--- config.mk ---
export PLATFORM = sky130hd
export DESIGN_NAME = prefix_match_peer_table
export DESIGN_NICKNAME = d
export VERILOG_FILES = /design/src/rtl/pmpt_pkg.sv /design/src/rtl/pmpt_ram.sv /design/src/rtl/pmpt_front.sv /design/src/rtl/pmpt_back.sv /design/src/rtl/prefix_match_peer_table.sv
export SDC_FILE = /design/constraint.sdc
export NUM_CORES = 1
export LEC_CHECK = 0
export ABC_CLOCK_PERIOD_IN_PS = 5300
export BUFFER_PORTS_ARGS = -buffer_cell sky130_fd_sc_hd__buf_2
export CORE_ASPECT_RATIO = 0.9
export CORE_UTILIZATION = 45
export CTS_BUF_LIST = sky130_fd_sc_hd__clkbuf_4
export CTS_CLUSTER_DIAMETER = 80
export DETAILED_ROUTE_END_ITERATION = 8
export GPL_TIMING_DRIVEN = 0
export PLACE_DENSITY_LB_ADDON = 0.15
export SYNTH_ARGS = -nofsm -noshare
export SYNTH_HDL_FRONTEND = slang
export SYNTH_SLANG_ARGS = --single-unit
--- constraint.sdc ---
create_clock -name clk -period 5.3 [get_ports clk]
set_clock_uncertainty 0.05 [all_clocks]
set_input_delay 1.06 -clock clk [delete_from_list [all_inputs] [get_ports clk]]
set_output_delay 1.06 -clock clk [all_outputs]
set_load 0.005 [all_outputs]
--- src/rtl/pmpt_pkg.sv ---
// Package for the prefix match peer table: field widths, item codes and the
// control word that travels from the front part to the back part.
// No dependencies.
package pmpt_pkg;

  localparam int SLOTS_DEFAULT        = 16;
  localparam int ADDRESS_BITS_DEFAULT = 32;

  localparam int ACTION_W = 2;
  localparam int SLOT_W   = 4;
  localparam int FAMILY_W = 2;
  localparam int PREFIX_W = 6;
  localparam int KIND_W   = 3;
  localparam int MODE_W   = 2;
  localparam int OP_W     = 2;
  // Query length holds a prefix length or the full address length (up to 127).
  localparam int QLEN_W   = 7;

  localparam logic [ACTION_W-1:0] ACT_WRITE  = 2'd0;
  localparam logic [ACTION_W-1:0] ACT_INVAL  = 2'd1;
  localparam logic [ACTION_W-1:0] ACT_LOOKUP = 2'd2;

  localparam logic [MODE_W-1:0] MODE_SUBNET = 2'd0;
  localparam logic [MODE_W-1:0] MODE_ROUTE  = 2'd1;
  localparam logic [MODE_W-1:0] MODE_EXACT  = 2'd2;

  localparam logic [KIND_W-1:0] KIND_INCOMPLETE = 3'd0;
  localparam logic [KIND_W-1:0] KIND_LOCAL      = 3'd5;
  localparam logic [KIND_W-1:0] KIND_STATIC     = 3'd6;

  // Operation classes decided by the front part.
  localparam logic [OP_W-1:0] OP_NONE   = 2'd0;
  localparam logic [OP_W-1:0] OP_WRITE  = 2'd1;
  localparam logic [OP_W-1:0] OP_INVAL  = 2'd2;
  localparam logic [OP_W-1:0] OP_LOOKUP = 2'd3;

  typedef struct packed {
    logic [OP_W-1:0]     op;
    logic [SLOT_W-1:0]   slot;
    logic [FAMILY_W-1:0] family;
    logic [PREFIX_W-1:0] prefix;
    logic [KIND_W-1:0]   kind;
    logic [MODE_W-1:0]   mode;
    logic [QLEN_W-1:0]   qlen;
    logic                skip_inc;
    logic                skip_rem;
  } pmpt_ctl_t;

endpackage

--- src/rtl/pmpt_ram.sv ---
// Generic single-write, single-read RAM with a registered read port.
// No dependencies.
module pmpt_ram #(
  parameter int WIDTH = 8,
  parameter int DEPTH = 16
) (
  input  logic                     clk,
  input  logic                     wr_en,
  input  logic [$clog2(DEPTH)-1:0] wr_addr,
  input  logic [WIDTH-1:0]         wr_data,
  input  logic [$clog2(DEPTH)-1:0] rd_addr,
  output logic [WIDTH-1:0]         rd_data
);

  logic [WIDTH-1:0] mem [DEPTH];

  always_ff @(posedge clk) begin
    if (wr_en) begin
      mem[wr_addr] <= wr_data;
    end
    rd_data <= mem[rd_addr];
  end

endmodule

--- src/rtl/pmpt_front.sv ---
// Front part of the prefix match peer table: accepts items, classifies them
// and holds them in a two-entry queue for the back part. Uses pmpt_pkg.
module pmpt_front #(
  parameter int SLOTS        = pmpt_pkg::SLOTS_DEFAULT,
  parameter int ADDRESS_BITS = pmpt_pkg::ADDRESS_BITS_DEFAULT
) (
  input  logic                          clk,
  input  logic                          rst,
  input  logic                          in_valid,
  output logic                          in_stall,
  input  logic [pmpt_pkg::ACTION_W-1:0] action,
  input  logic [pmpt_pkg::SLOT_W-1:0]   slot,
  input  logic [ADDRESS_BITS-1:0]       address,
  input  logic [pmpt_pkg::FAMILY_W-1:0] addr_family,
  input  logic [pmpt_pkg::PREFIX_W-1:0] prefix_len,
  input  logic [pmpt_pkg::KIND_W-1:0]   entry_kind,
  input  logic [pmpt_pkg::MODE_W-1:0]   match_mode,
  input  logic                          use_full_length,
  input  logic                          skip_incomplete,
  input  logic                          skip_removable,
  output logic                          q_valid,
  output pmpt_pkg::pmpt_ctl_t           q_ctl,
  output logic [ADDRESS_BITS-1:0]       q_addr,
  input  logic                          q_pop
);
  import pmpt_pkg::*;

  pmpt_ctl_t             ctl;
  logic                  slot_ok;
  logic                  push;
  pmpt_ctl_t             ctl_mem [2];
  logic [ADDRESS_BITS-1:0] addr_mem [2];
  logic                  wr_ptr;
  logic                  rd_ptr;
  logic [1:0]            count;

  assign slot_ok = int'(slot) < SLOTS;

  always_comb begin
    ctl.slot     = slot;
    ctl.family   = addr_family;
    ctl.prefix   = prefix_len;
    ctl.kind     = entry_kind;
    ctl.mode     = match_mode;
    ctl.qlen     = use_full_length ? QLEN_W'(ADDRESS_BITS) : QLEN_W'(prefix_len);
    ctl.skip_inc = skip_incomplete;
    ctl.skip_rem = skip_removable;
    case (action)
      ACT_WRITE:  ctl.op = slot_ok ? OP_WRITE : OP_NONE;
      ACT_INVAL:  ctl.op = slot_ok ? OP_INVAL : OP_NONE;
      ACT_LOOKUP: begin
        ctl.op = (match_mode inside {MODE_SUBNET, MODE_ROUTE, MODE_EXACT}) ?
                 OP_LOOKUP : OP_NONE;
      end
      default:    ctl.op = OP_NONE;
    endcase
  end

  assign in_stall = (count == 2'd2);
  assign push     = in_valid && !in_stall;
  assign q_valid  = (count != 2'd0);
  assign q_ctl    = ctl_mem[rd_ptr];
  assign q_addr   = addr_mem[rd_ptr];

  always_ff @(posedge clk) begin
    if (push) begin
      ctl_mem[wr_ptr]  <= ctl;
      addr_mem[wr_ptr] <= address;
    end
  end

  always_ff @(posedge clk) begin
    if (rst) begin
      wr_ptr <= 1'b0;
      rd_ptr <= 1'b0;
      count  <= 2'd0;
    end else begin
      if (push) begin
        wr_ptr <= !wr_ptr;
      end
      if (q_pop) begin
        rd_ptr <= !rd_ptr;
      end
      case ({push, q_pop})
        2'b10:   count <= count + 2'd1;
        2'b01:   count <= count - 2'd1;
        default: count <= count;
      endcase
    end
  end

endmodule

--- src/rtl/pmpt_back.sv ---
// Back part of the prefix match peer table: carries out writes, invalidates
// and lookups against the entry RAM, and holds the result register.
// Uses pmpt_pkg; drives the ports of one pmpt_ram.
module pmpt_back #(
  parameter int SLOTS        = pmpt_pkg::SLOTS_DEFAULT,
  parameter int ADDRESS_BITS = pmpt_pkg::ADDRESS_BITS_DEFAULT,
  parameter int IDX_W        = $clog2(SLOTS),
  parameter int ENTRY_W      = ADDRESS_BITS + pmpt_pkg::FAMILY_W +
                               pmpt_pkg::PREFIX_W + pmpt_pkg::KIND_W
) (
  input  logic                          clk,
  input  logic                          rst,
  input  logic                          q_valid,
  input  pmpt_pkg::pmpt_ctl_t           q_ctl,
  input  logic [ADDRESS_BITS-1:0]       q_addr,
  output logic                          q_pop,
  output logic                          ram_wr_en,
  output logic [IDX_W-1:0]              ram_wr_addr,
  output logic [ENTRY_W-1:0]            ram_wr_data,
  output logic [IDX_W-1:0]              ram_rd_addr,
  input  logic [ENTRY_W-1:0]            ram_rd_data,
  output logic                          out_valid,
  input  logic                          out_stall,
  output logic                          hit,
  output logic [pmpt_pkg::SLOT_W-1:0]   hit_slot,
  output logic [pmpt_pkg::PREFIX_W-1:0] hit_prefix_len,
  output logic [pmpt_pkg::KIND_W-1:0]   hit_kind,
  output logic [ADDRESS_BITS-1:0]       hit_address
);
  import pmpt_pkg::*;

  localparam logic [1:0] ST_IDLE = 2'd0;
  localparam logic [1:0] ST_SCAN = 2'd1;
  localparam logic [1:0] ST_TAIL = 2'd2;

  logic [1:0]              state;
  logic [IDX_W-1:0]        idx;
  logic [SLOTS-1:0]        entry_valid;
  pmpt_ctl_t               cur;
  logic [ADDRESS_BITS-1:0] cur_addr;

  // Compare stage: one entry per cycle, in the cycle after its RAM read.
  logic                    chk_go;
  logic                    chk_last;
  logic                    chk_vld;
  logic [IDX_W-1:0]        chk_idx;

  logic                    found;
  logic [IDX_W-1:0]        best_idx;
  logic [PREFIX_W-1:0]     best_prefix;
  logic [KIND_W-1:0]       best_kind;
  logic [ADDRESS_BITS-1:0] best_addr;

  logic [ADDRESS_BITS-1:0] e_addr;
  logic [FAMILY_W-1:0]     e_fam;
  logic [PREFIX_W-1:0]     e_pre;
  logic [KIND_W-1:0]       e_kind;
  logic [QLEN_W-1:0]       p_len;
  logic [QLEN_W-1:0]       cmp_len;
  logic                    mode_ok;
  logic                    skipped;
  logic                    addr_eq;
  logic                    take;
  logic                    found_next;
  logic [IDX_W-1:0]        best_idx_next;
  logic [PREFIX_W-1:0]     best_prefix_next;
  logic [KIND_W-1:0]       best_kind_next;
  logic [ADDRESS_BITS-1:0] best_addr_next;

  function automatic logic [ADDRESS_BITS-1:0] lead_mask(input logic [QLEN_W-1:0] len);
    logic [QLEN_W-1:0] l;
    l = (len > QLEN_W'(ADDRESS_BITS)) ? QLEN_W'(ADDRESS_BITS) : len;
    if (l == '0) begin
      return '0;
    end
    return {ADDRESS_BITS{1'b1}} << (QLEN_W'(ADDRESS_BITS) - l);
  endfunction

  assign q_pop       = (state == ST_IDLE) && q_valid && !out_valid;
  assign ram_wr_en   = q_pop && (q_ctl.op == OP_WRITE);
  assign ram_wr_addr = IDX_W'(q_ctl.slot);
  assign ram_wr_data = {q_addr, q_ctl.family, q_ctl.prefix, q_ctl.kind};
  assign ram_rd_addr = idx;

  always_comb begin
    {e_addr, e_fam, e_pre, e_kind} = ram_rd_data;
    p_len = QLEN_W'(e_pre);
    case (cur.mode)
      MODE_SUBNET: begin
        mode_ok = cur.qlen <= p_len;
        cmp_len = cur.qlen;
      end
      MODE_ROUTE: begin
        mode_ok = cur.qlen >= p_len;
        cmp_len = p_len;
      end
      MODE_EXACT: begin
        mode_ok = cur.qlen == p_len;
        cmp_len = cur.qlen;
      end
      default: begin
        mode_ok = 1'b0;
        cmp_len = cur.qlen;
      end
    endcase
    skipped = (cur.skip_inc && (e_kind == KIND_INCOMPLETE)) ||
              (cur.skip_rem && (e_kind inside {KIND_LOCAL, KIND_STATIC}));
    addr_eq = ((cur_addr ^ e_addr) & lead_mask(cmp_len)) == '0;
    // On equal prefix lengths the later slot replaces the earlier one.
    take = chk_go && chk_vld && (e_fam == cur.family) && mode_ok && !skipped &&
           addr_eq && (!found || !(best_prefix > e_pre));
    found_next       = found || take;
    best_idx_next    = take ? chk_idx : best_idx;
    best_prefix_next = take ? e_pre   : best_prefix;
    best_kind_next   = take ? e_kind  : best_kind;
    best_addr_next   = take ? e_addr  : best_addr;
  end

  always_ff @(posedge clk) begin
    if (rst) begin
      state       <= ST_IDLE;
      idx         <= '0;
      entry_valid <= '0;
      chk_go      <= 1'b0;
      found       <= 1'b0;
      out_valid   <= 1'b0;
    end else begin
      chk_go <= (state == ST_SCAN);
      if (out_valid && !out_stall) begin
        out_valid <= 1'b0;
      end
      case (state)
        ST_IDLE: begin
          if (q_pop) begin
            cur      <= q_ctl;
            cur_addr <= q_addr;
            case (q_ctl.op)
              OP_WRITE:  entry_valid[IDX_W'(q_ctl.slot)] <= 1'b1;
              OP_INVAL:  entry_valid[IDX_W'(q_ctl.slot)] <= 1'b0;
              default:   ;
            endcase
            if (q_ctl.op == OP_LOOKUP) begin
              state <= ST_SCAN;
              idx   <= '0;
              found <= 1'b0;
            end else begin
              out_valid      <= 1'b1;
              hit            <= 1'b0;
              hit_slot       <= '0;
              hit_prefix_len <= '0;
              hit_kind       <= '0;
              hit_address    <= '0;
            end
          end
        end
        ST_SCAN: begin
          chk_idx  <= idx;
          chk_vld  <= entry_valid[idx];
          chk_last <= (idx == IDX_W'(SLOTS - 1));
          if (idx == IDX_W'(SLOTS - 1)) begin
            state <= ST_TAIL;
          end else begin
            idx <= idx + IDX_W'(1);
          end
        end
        ST_TAIL: begin
          if (chk_go && chk_last) begin
            state <= ST_IDLE;
          end
        end
        default: state <= ST_IDLE;
      endcase
      if (chk_go) begin
        found       <= found_next;
        best_idx    <= best_idx_next;
        best_prefix <= best_prefix_next;
        best_kind   <= best_kind_next;
        best_addr   <= best_addr_next;
        if (chk_last) begin
          out_valid      <= 1'b1;
          hit            <= found_next;
          hit_slot       <= found_next ? SLOT_W'(best_idx_next) : '0;
          hit_prefix_len <= found_next ? best_prefix_next : '0;
          hit_kind       <= found_next ? best_kind_next : '0;
          hit_address    <= found_next ? best_addr_next : '0;
        end
      end
    end
  end

endmodule

--- src/rtl/prefix_match_peer_table.sv ---
// Prefix match peer table. Every item yields one result item. A write,
// invalidate or other non-lookup item has its result registered by the back
// part as it leaves the two-entry input queue; for a lookup the back part reads
// the entry RAM through its single read port one slot per cycle, compares each
// entry as its data returns and registers the result after the last compare.
// Longest prefix wins and a tie goes to the highest slot. The queue accepts new
// items while a lookup runs or a result waits, until it holds two. Slot valid
// bits are cleared directly by reset; there is no clearing pass.
module prefix_match_peer_table #(
  parameter int SLOTS        = pmpt_pkg::SLOTS_DEFAULT,
  parameter int ADDRESS_BITS = pmpt_pkg::ADDRESS_BITS_DEFAULT
) (
  input  logic                          clk,
  input  logic                          rst,
  input  logic                          in_valid,
  output logic                          in_stall,
  input  logic [pmpt_pkg::ACTION_W-1:0] action,
  input  logic [pmpt_pkg::SLOT_W-1:0]   slot,
  input  logic [ADDRESS_BITS-1:0]       address,
  input  logic [pmpt_pkg::FAMILY_W-1:0] addr_family,
  input  logic [pmpt_pkg::PREFIX_W-1:0] prefix_len,
  input  logic [pmpt_pkg::KIND_W-1:0]   entry_kind,
  input  logic [pmpt_pkg::MODE_W-1:0]   match_mode,
  input  logic                          use_full_length,
  input  logic                          skip_incomplete,
  input  logic                          skip_removable,
  output logic                          out_valid,
  input  logic                          out_stall,
  output logic                          hit,
  output logic [pmpt_pkg::SLOT_W-1:0]   hit_slot,
  output logic [pmpt_pkg::PREFIX_W-1:0] hit_prefix_len,
  output logic [pmpt_pkg::KIND_W-1:0]   hit_kind,
  output logic [ADDRESS_BITS-1:0]       hit_address
);
  import pmpt_pkg::*;

  localparam int IDX_W   = $clog2(SLOTS);
  localparam int ENTRY_W = ADDRESS_BITS + FAMILY_W + PREFIX_W + KIND_W;

  logic                    q_valid;
  pmpt_ctl_t               q_ctl;
  logic [ADDRESS_BITS-1:0] q_addr;
  logic                    q_pop;
  logic                    ram_wr_en;
  logic [IDX_W-1:0]        ram_wr_addr;
  logic [ENTRY_W-1:0]      ram_wr_data;
  logic [IDX_W-1:0]        ram_rd_addr;
  logic [ENTRY_W-1:0]      ram_rd_data;

  pmpt_front #(
    .SLOTS        (SLOTS),
    .ADDRESS_BITS (ADDRESS_BITS)
  ) u_front (
    .clk             (clk),
    .rst             (rst),
    .in_valid        (in_valid),
    .in_stall        (in_stall),
    .action          (action),
    .slot            (slot),
    .address         (address),
    .addr_family     (addr_family),
    .prefix_len      (prefix_len),
    .entry_kind      (entry_kind),
    .match_mode      (match_mode),
    .use_full_length (use_full_length),
    .skip_incomplete (skip_incomplete),
    .skip_removable  (skip_removable),
    .q_valid         (q_valid),
    .q_ctl           (q_ctl),
    .q_addr          (q_addr),
    .q_pop           (q_pop)
  );

  pmpt_ram #(
    .WIDTH (ENTRY_W),
    .DEPTH (SLOTS)
  ) u_entry_ram (
    .clk     (clk),
    .wr_en   (ram_wr_en),
    .wr_addr (ram_wr_addr),
    .wr_data (ram_wr_data),
    .rd_addr (ram_rd_addr),
    .rd_data (ram_rd_data)
  );

  pmpt_back #(
    .SLOTS        (SLOTS),
    .ADDRESS_BITS (ADDRESS_BITS),
    .IDX_W        (IDX_W),
    .ENTRY_W      (ENTRY_W)
  ) u_back (
    .clk            (clk),
    .rst            (rst),
    .q_valid        (q_valid),
    .q_ctl          (q_ctl),
    .q_addr         (q_addr),
    .q_pop          (q_pop),
    .ram_wr_en      (ram_wr_en),
    .ram_wr_addr    (ram_wr_addr),
    .ram_wr_data    (ram_wr_data),
    .ram_rd_addr    (ram_rd_addr),
    .ram_rd_data    (ram_rd_data),
    .out_valid      (out_valid),
    .out_stall      (out_stall),
    .hit            (hit),
    .hit_slot       (hit_slot),
    .hit_prefix_len (hit_prefix_len),
    .hit_kind       (hit_kind),
    .hit_address    (hit_address)
  );

  // The back part takes an item only from a non-empty queue.
  a_pop_needs_item: assert property (@(posedge clk) disable iff (rst)
    q_pop |-> q_valid)
    else $error("queue popped while empty");

  // A new item starts only once the previous result has been taken.
  a_pop_out_free: assert property (@(posedge clk) disable iff (rst)
    q_pop |-> !out_valid)
    else $error("item started while a result is still held");

  // An accepted item into an empty queue is visible to the back part next cycle.
  a_push_seen: assert property (@(posedge clk) disable iff (rst)
    (in_valid && !in_stall && !q_valid) |=> q_valid)
    else $error("accepted item lost in the queue");

  // The RAM is written only when a write item leaves the queue.
  a_write_on_pop: assert property (@(posedge clk) disable iff (rst)
    ram_wr_en |-> q_pop)
    else $error("entry RAM written outside an item start");

endmodule
==> results.json <==
{
  "outcome": "finished, final reports clean",
  "p_sw_frac": 0.260,
  "critPathKind": "reg2reg",
  "critPathRequiredTime_ps": 6110,
  "slowest_stage": "o41ai_4",
  "min_period_over_period": 0.959,
  "syn2layout_area_growth_pct": 17.3,
  "synth_edf_count": 947,
  "grt_pass1_wl_um": 142000,
  "yosysWarningCount": 0,
  "netlist_instances": 1883,
  "synthAdderAreaFrac": 0.00570,
  "synth_top_cell_by_area": "edfxtp_1",
  "coreArea_sq_um": 86500,
  "setup_violations": 0,
  "path_cells": "nand2b_4, mux2i_2, nand2_1, ha_2, a211oi_1, nor3_1, a211oi_1, a221o_1, or4_1, o41ai_4, and4_1, buf_4, buf_6, mux2_1",
  "track_usage": 0.224,
  "p_comb_frac": 0.137,
  "drive_gt1_frac": 0.358,
  "cp-endpoint": "u_back.best_kind[1]",
  "power_density_nw_per_um2": 423,
  "postCtsSetupBuffers": 0,
  "seqCellArea_sq_um": 29900,
  "fillers": 6947,
  "cts.sinks": 1020,
  "ff2ff_path_depth": 14,
  "slew_headroom": 0.125,
  "place_inst": 3172,
  "fp.dieW_um": 314,
  "ioPinCount": 106,
  "drv_cap": 0,
  "final_antenna_net_count": 0,
  "row_count": 102,
  "htree_levels": 5,
  "finalPower_mw": 19.6,
  "cts-root-buf": "clkbuf_4",
  "ys_types": 66,
  "holdPathStages": 1,
  "grt_overflow": 0,
  "die-area_sq_um": 89000,
  "antenna_found_initial": 3,
  "clock_latency_ps": 1170,
  "cts.clk_slew.worst_paths_ps": 60,
  "clock_path_buffers": 4,
  "post_drt_wl_per_cell_um": 26.4,
  "multi_input_area_sq_um": 9300,
  "grt_max_degree": 43,
  "met1_usage": 0.307,
  "worstHoldPathType": "in2reg",
  "cts_tree": "done",
  "vias_per_cell": 5.65,
  "yosys.area_share.simple": 0.0287,
  "synth_nets": 1959,
  "vias": 20900,
  "grt_use_met3": 0.0499,
  "max_freq_ghz": 0.197,
  "slowest_delay_ps": 590,
  "fin_util": 0.535,
  "pwr-share-clk": 0.350,
  "syn_area_per_cell_sq_um": 21.0,
  "yosys-top-cells-area": "edfxtp_1, mux4_2, dfxtp_1, mux2_2, mux2_1",
  "top_usage_layer": "met2",
  "synth_top_flop_cell": "edfxtp_1",
  "fin_cells": 3690,
  "synth_top_area_share": 0.720,
  "place_ws_ps": -502,
  "max-vdd-ir-drop_mv": 0.213,
  "worstReg2RegEnd": "u_back.best_kind[1]",
  "r2r-start": "u_back.cur[10]",
  "async_reset_ff_frac": 0,
  "crit_start": "u_back.cur[10]",
  "start_kind": "flip-flop",
  "synth_seq_cells": 1020,
  "hpwlAfterDp_um": 64800,
  "wl_um": 97400,
  "p_leak_nw": 15.1,
  "grt_util_met2": 0.353,
  "seq_power_share": 0.513,
  "drc": 0,
  "start_util": 0.456,
  "p_sw_mw": 5.09,
  "routabilityCongestion": 0.886,
  "layout_commonest_cell": "edfxtp_1",
  "end_kind": "flip-flop",
  "crit_fanout": 10,
  "synth_top_family_by_area": "multiplexers",
  "yosysSeqAreaShare": 0.757,
  "critPathArrivalTime_ps": 5890,
  "fin_nets": 2421,
  "netlist_area_sq_um": 39500,
  "port_buffers": 105,
  "synth_mux_area_frac": 0.156,
  "cts_buffers": 283,
  "drt_iter0_drc": 1880,
  "hold_violations": 0,
  "worst_slack_ps": 215,
  "r2r_setup_slack_ps": 210,
  "fin_crit_ps": 5090,
  "slew_violations": 0,
  "layout_common_cells": "edfxtp_1, clkbuf_4, mux4_2",
  "synth_compound_area_frac": 0.0309,
  "p_int_mw": 14.5,
  "synth_xor_area_frac": 0.00998,
  "rsz0062_at_grt": "false",
  "cpMostUsedCell": "a211oi_1",
  "die_h_um": 283,
  "worst_slew_pin_slew_ps": 1310,
  "grt_pass1_vias": 21700,
  "drtPass1Iterations": 5
}
cells in the mapped netlist (6+ instances only):
| library cell | n |
|---|---|
| nor3_1 | 9 |
| buf_2 | 9 |
| xnor2_1 | 21 |
| o21ai_0 | 8 |
| mux2_2 | 53 |
| buf_1 | 21 |
| a221o_1 | 46 |
| nor2b_1 | 18 |
| mux2i_1 | 8 |
| nand2_1 | 28 |
| a311oi_1 | 10 |
| nand2b_1 | 8 |
| a21oi_1 | 30 |
| nor2_1 | 58 |
| dfxtp_1 | 73 |
| xor2_1 | 24 |
| ha_1 | 18 |
| mux2_1 | 45 |
| nand3_1 | 16 |
| and2_1 | 46 |
| nand4_1 | 6 |
| clkbuf_1 | 51 |
| mux4_2 | 220 |
| o21a_1 | 7 |
| inv_1 | 22 |
| edfxtp_1 | 947 |
layer usage:
layer / wire [um] / part of all wire
met2: 47100 / 0.48
met4: 1980 / 0.020
met3: 6330 / 0.065
met1: 42000 / 0.43
met5: 0 / 0
repair_timing:
item                                    4_1_cts  5_1_grt
pin swaps                                     0        1
gates cloned                                  0        0
gates resized for setup                       3        2
hold buffers                                 35        0
endpoints found under the setup margin      425       80
endpoints found under the hold margin        65        0
state kept, by name (all words and copies together), names as in the netlist, 2 cells and up, named ones only:
name                   flops
u_entry_ram.mem          688
u_front.addr_mem          64
u_front.ctl_mem           54
u_entry_ram.rd_data       43
u_back.best_addr          32
u_back.cur_addr           32
u_back.hit_address        32
u_back.cur                12
u_back.best_prefix         6
u_back.hit_prefix_len      6
u_back.best_idx            4
u_back.chk_idx             4
u_back.hit_slot            4
u_back.ram_rd_addr         4
u_back.best_kind           3
u_back.hit_kind            3
u_back.state               2
u_front.count              2
worst min-delay path by stage:
| stage | from | endpoint |
|---|---|---|
| after floorplan | u_back.ram_rd_addr[3] | u_back.chk_idx[3] |
| after global routing | address[4] | u_front.addr_mem[1][4] |
| after global placement | u_back.ram_rd_addr[3] | u_back.chk_idx[3] |
| final | address[4] | u_front.addr_mem[1][4] |
| after CTS | slot[3] | u_front.ctl_mem[0][24] |
| after detailed placement | u_back.ram_rd_addr[3] | u_back.chk_idx[3] |
per-stage QoR:
step                hold slack, ps  TNS [ps]  area, sq um
global placement               366  -2551290        41500
floorplan                      356         0        39500
CTS                           10.3         0        46300
detailed placement             368    -55330        42500
global route                 -6.47         0        46300
finish                        96.9         0        46300
power groups by stage:
| stage | Combinational, mW | Clock (mW) | Sequential (mW) |
|---|---|---|---|
| final | 2.69 | 6.85 | 10.0 |
| after global routing | 2.91 | 7.46 | 10.1 |
| after CTS | 2.71 | 7.04 | 10.1 |
| after detailed placement | 2.68 | 0 | 10.2 |
| after global placement | 2.45 | 0 | 10.3 |
| after floorplan | 1.58 | 0 | 10.2 |
cell type report:
cell class / instances / share of cell area
Inverter: 23 / 0.00186
Sequential cell: 1020 / 0.645
Tap cell: 1144 / 0.0309
Multi-Input combinational cell: 753 / 0.201
Clock inverter: 48 / 0.00543
Buffer: 84 / 0.00800
Clock buffer: 425 / 0.0689
Timing Repair Buffer: 180 / 0.0380
Antenna cell: 13 / 0.000702
worst max-delay path, delay by kind of cell, from the launching register on:
kind / cells / cell delay (ps)
multiplexers: 2 / 780
buffers and inverters: 2 / 490
AND/OR/NAND/NOR: 5 / 1280
adder cells (fa/ha/maj): 1 / 480
AO/OA/AOI/OAI: 4 / 1200
flip-flops: 1 / 520
logic make-up after synthesis:
family / after synthesis
compound gates: 150
xor+xnor: 45
fa+ha+maj: 18
buf+inv: 110
flops: 1020
mux: 327
simple gates: 213
No activity file was read; power rests on OpenSTA's default activity.
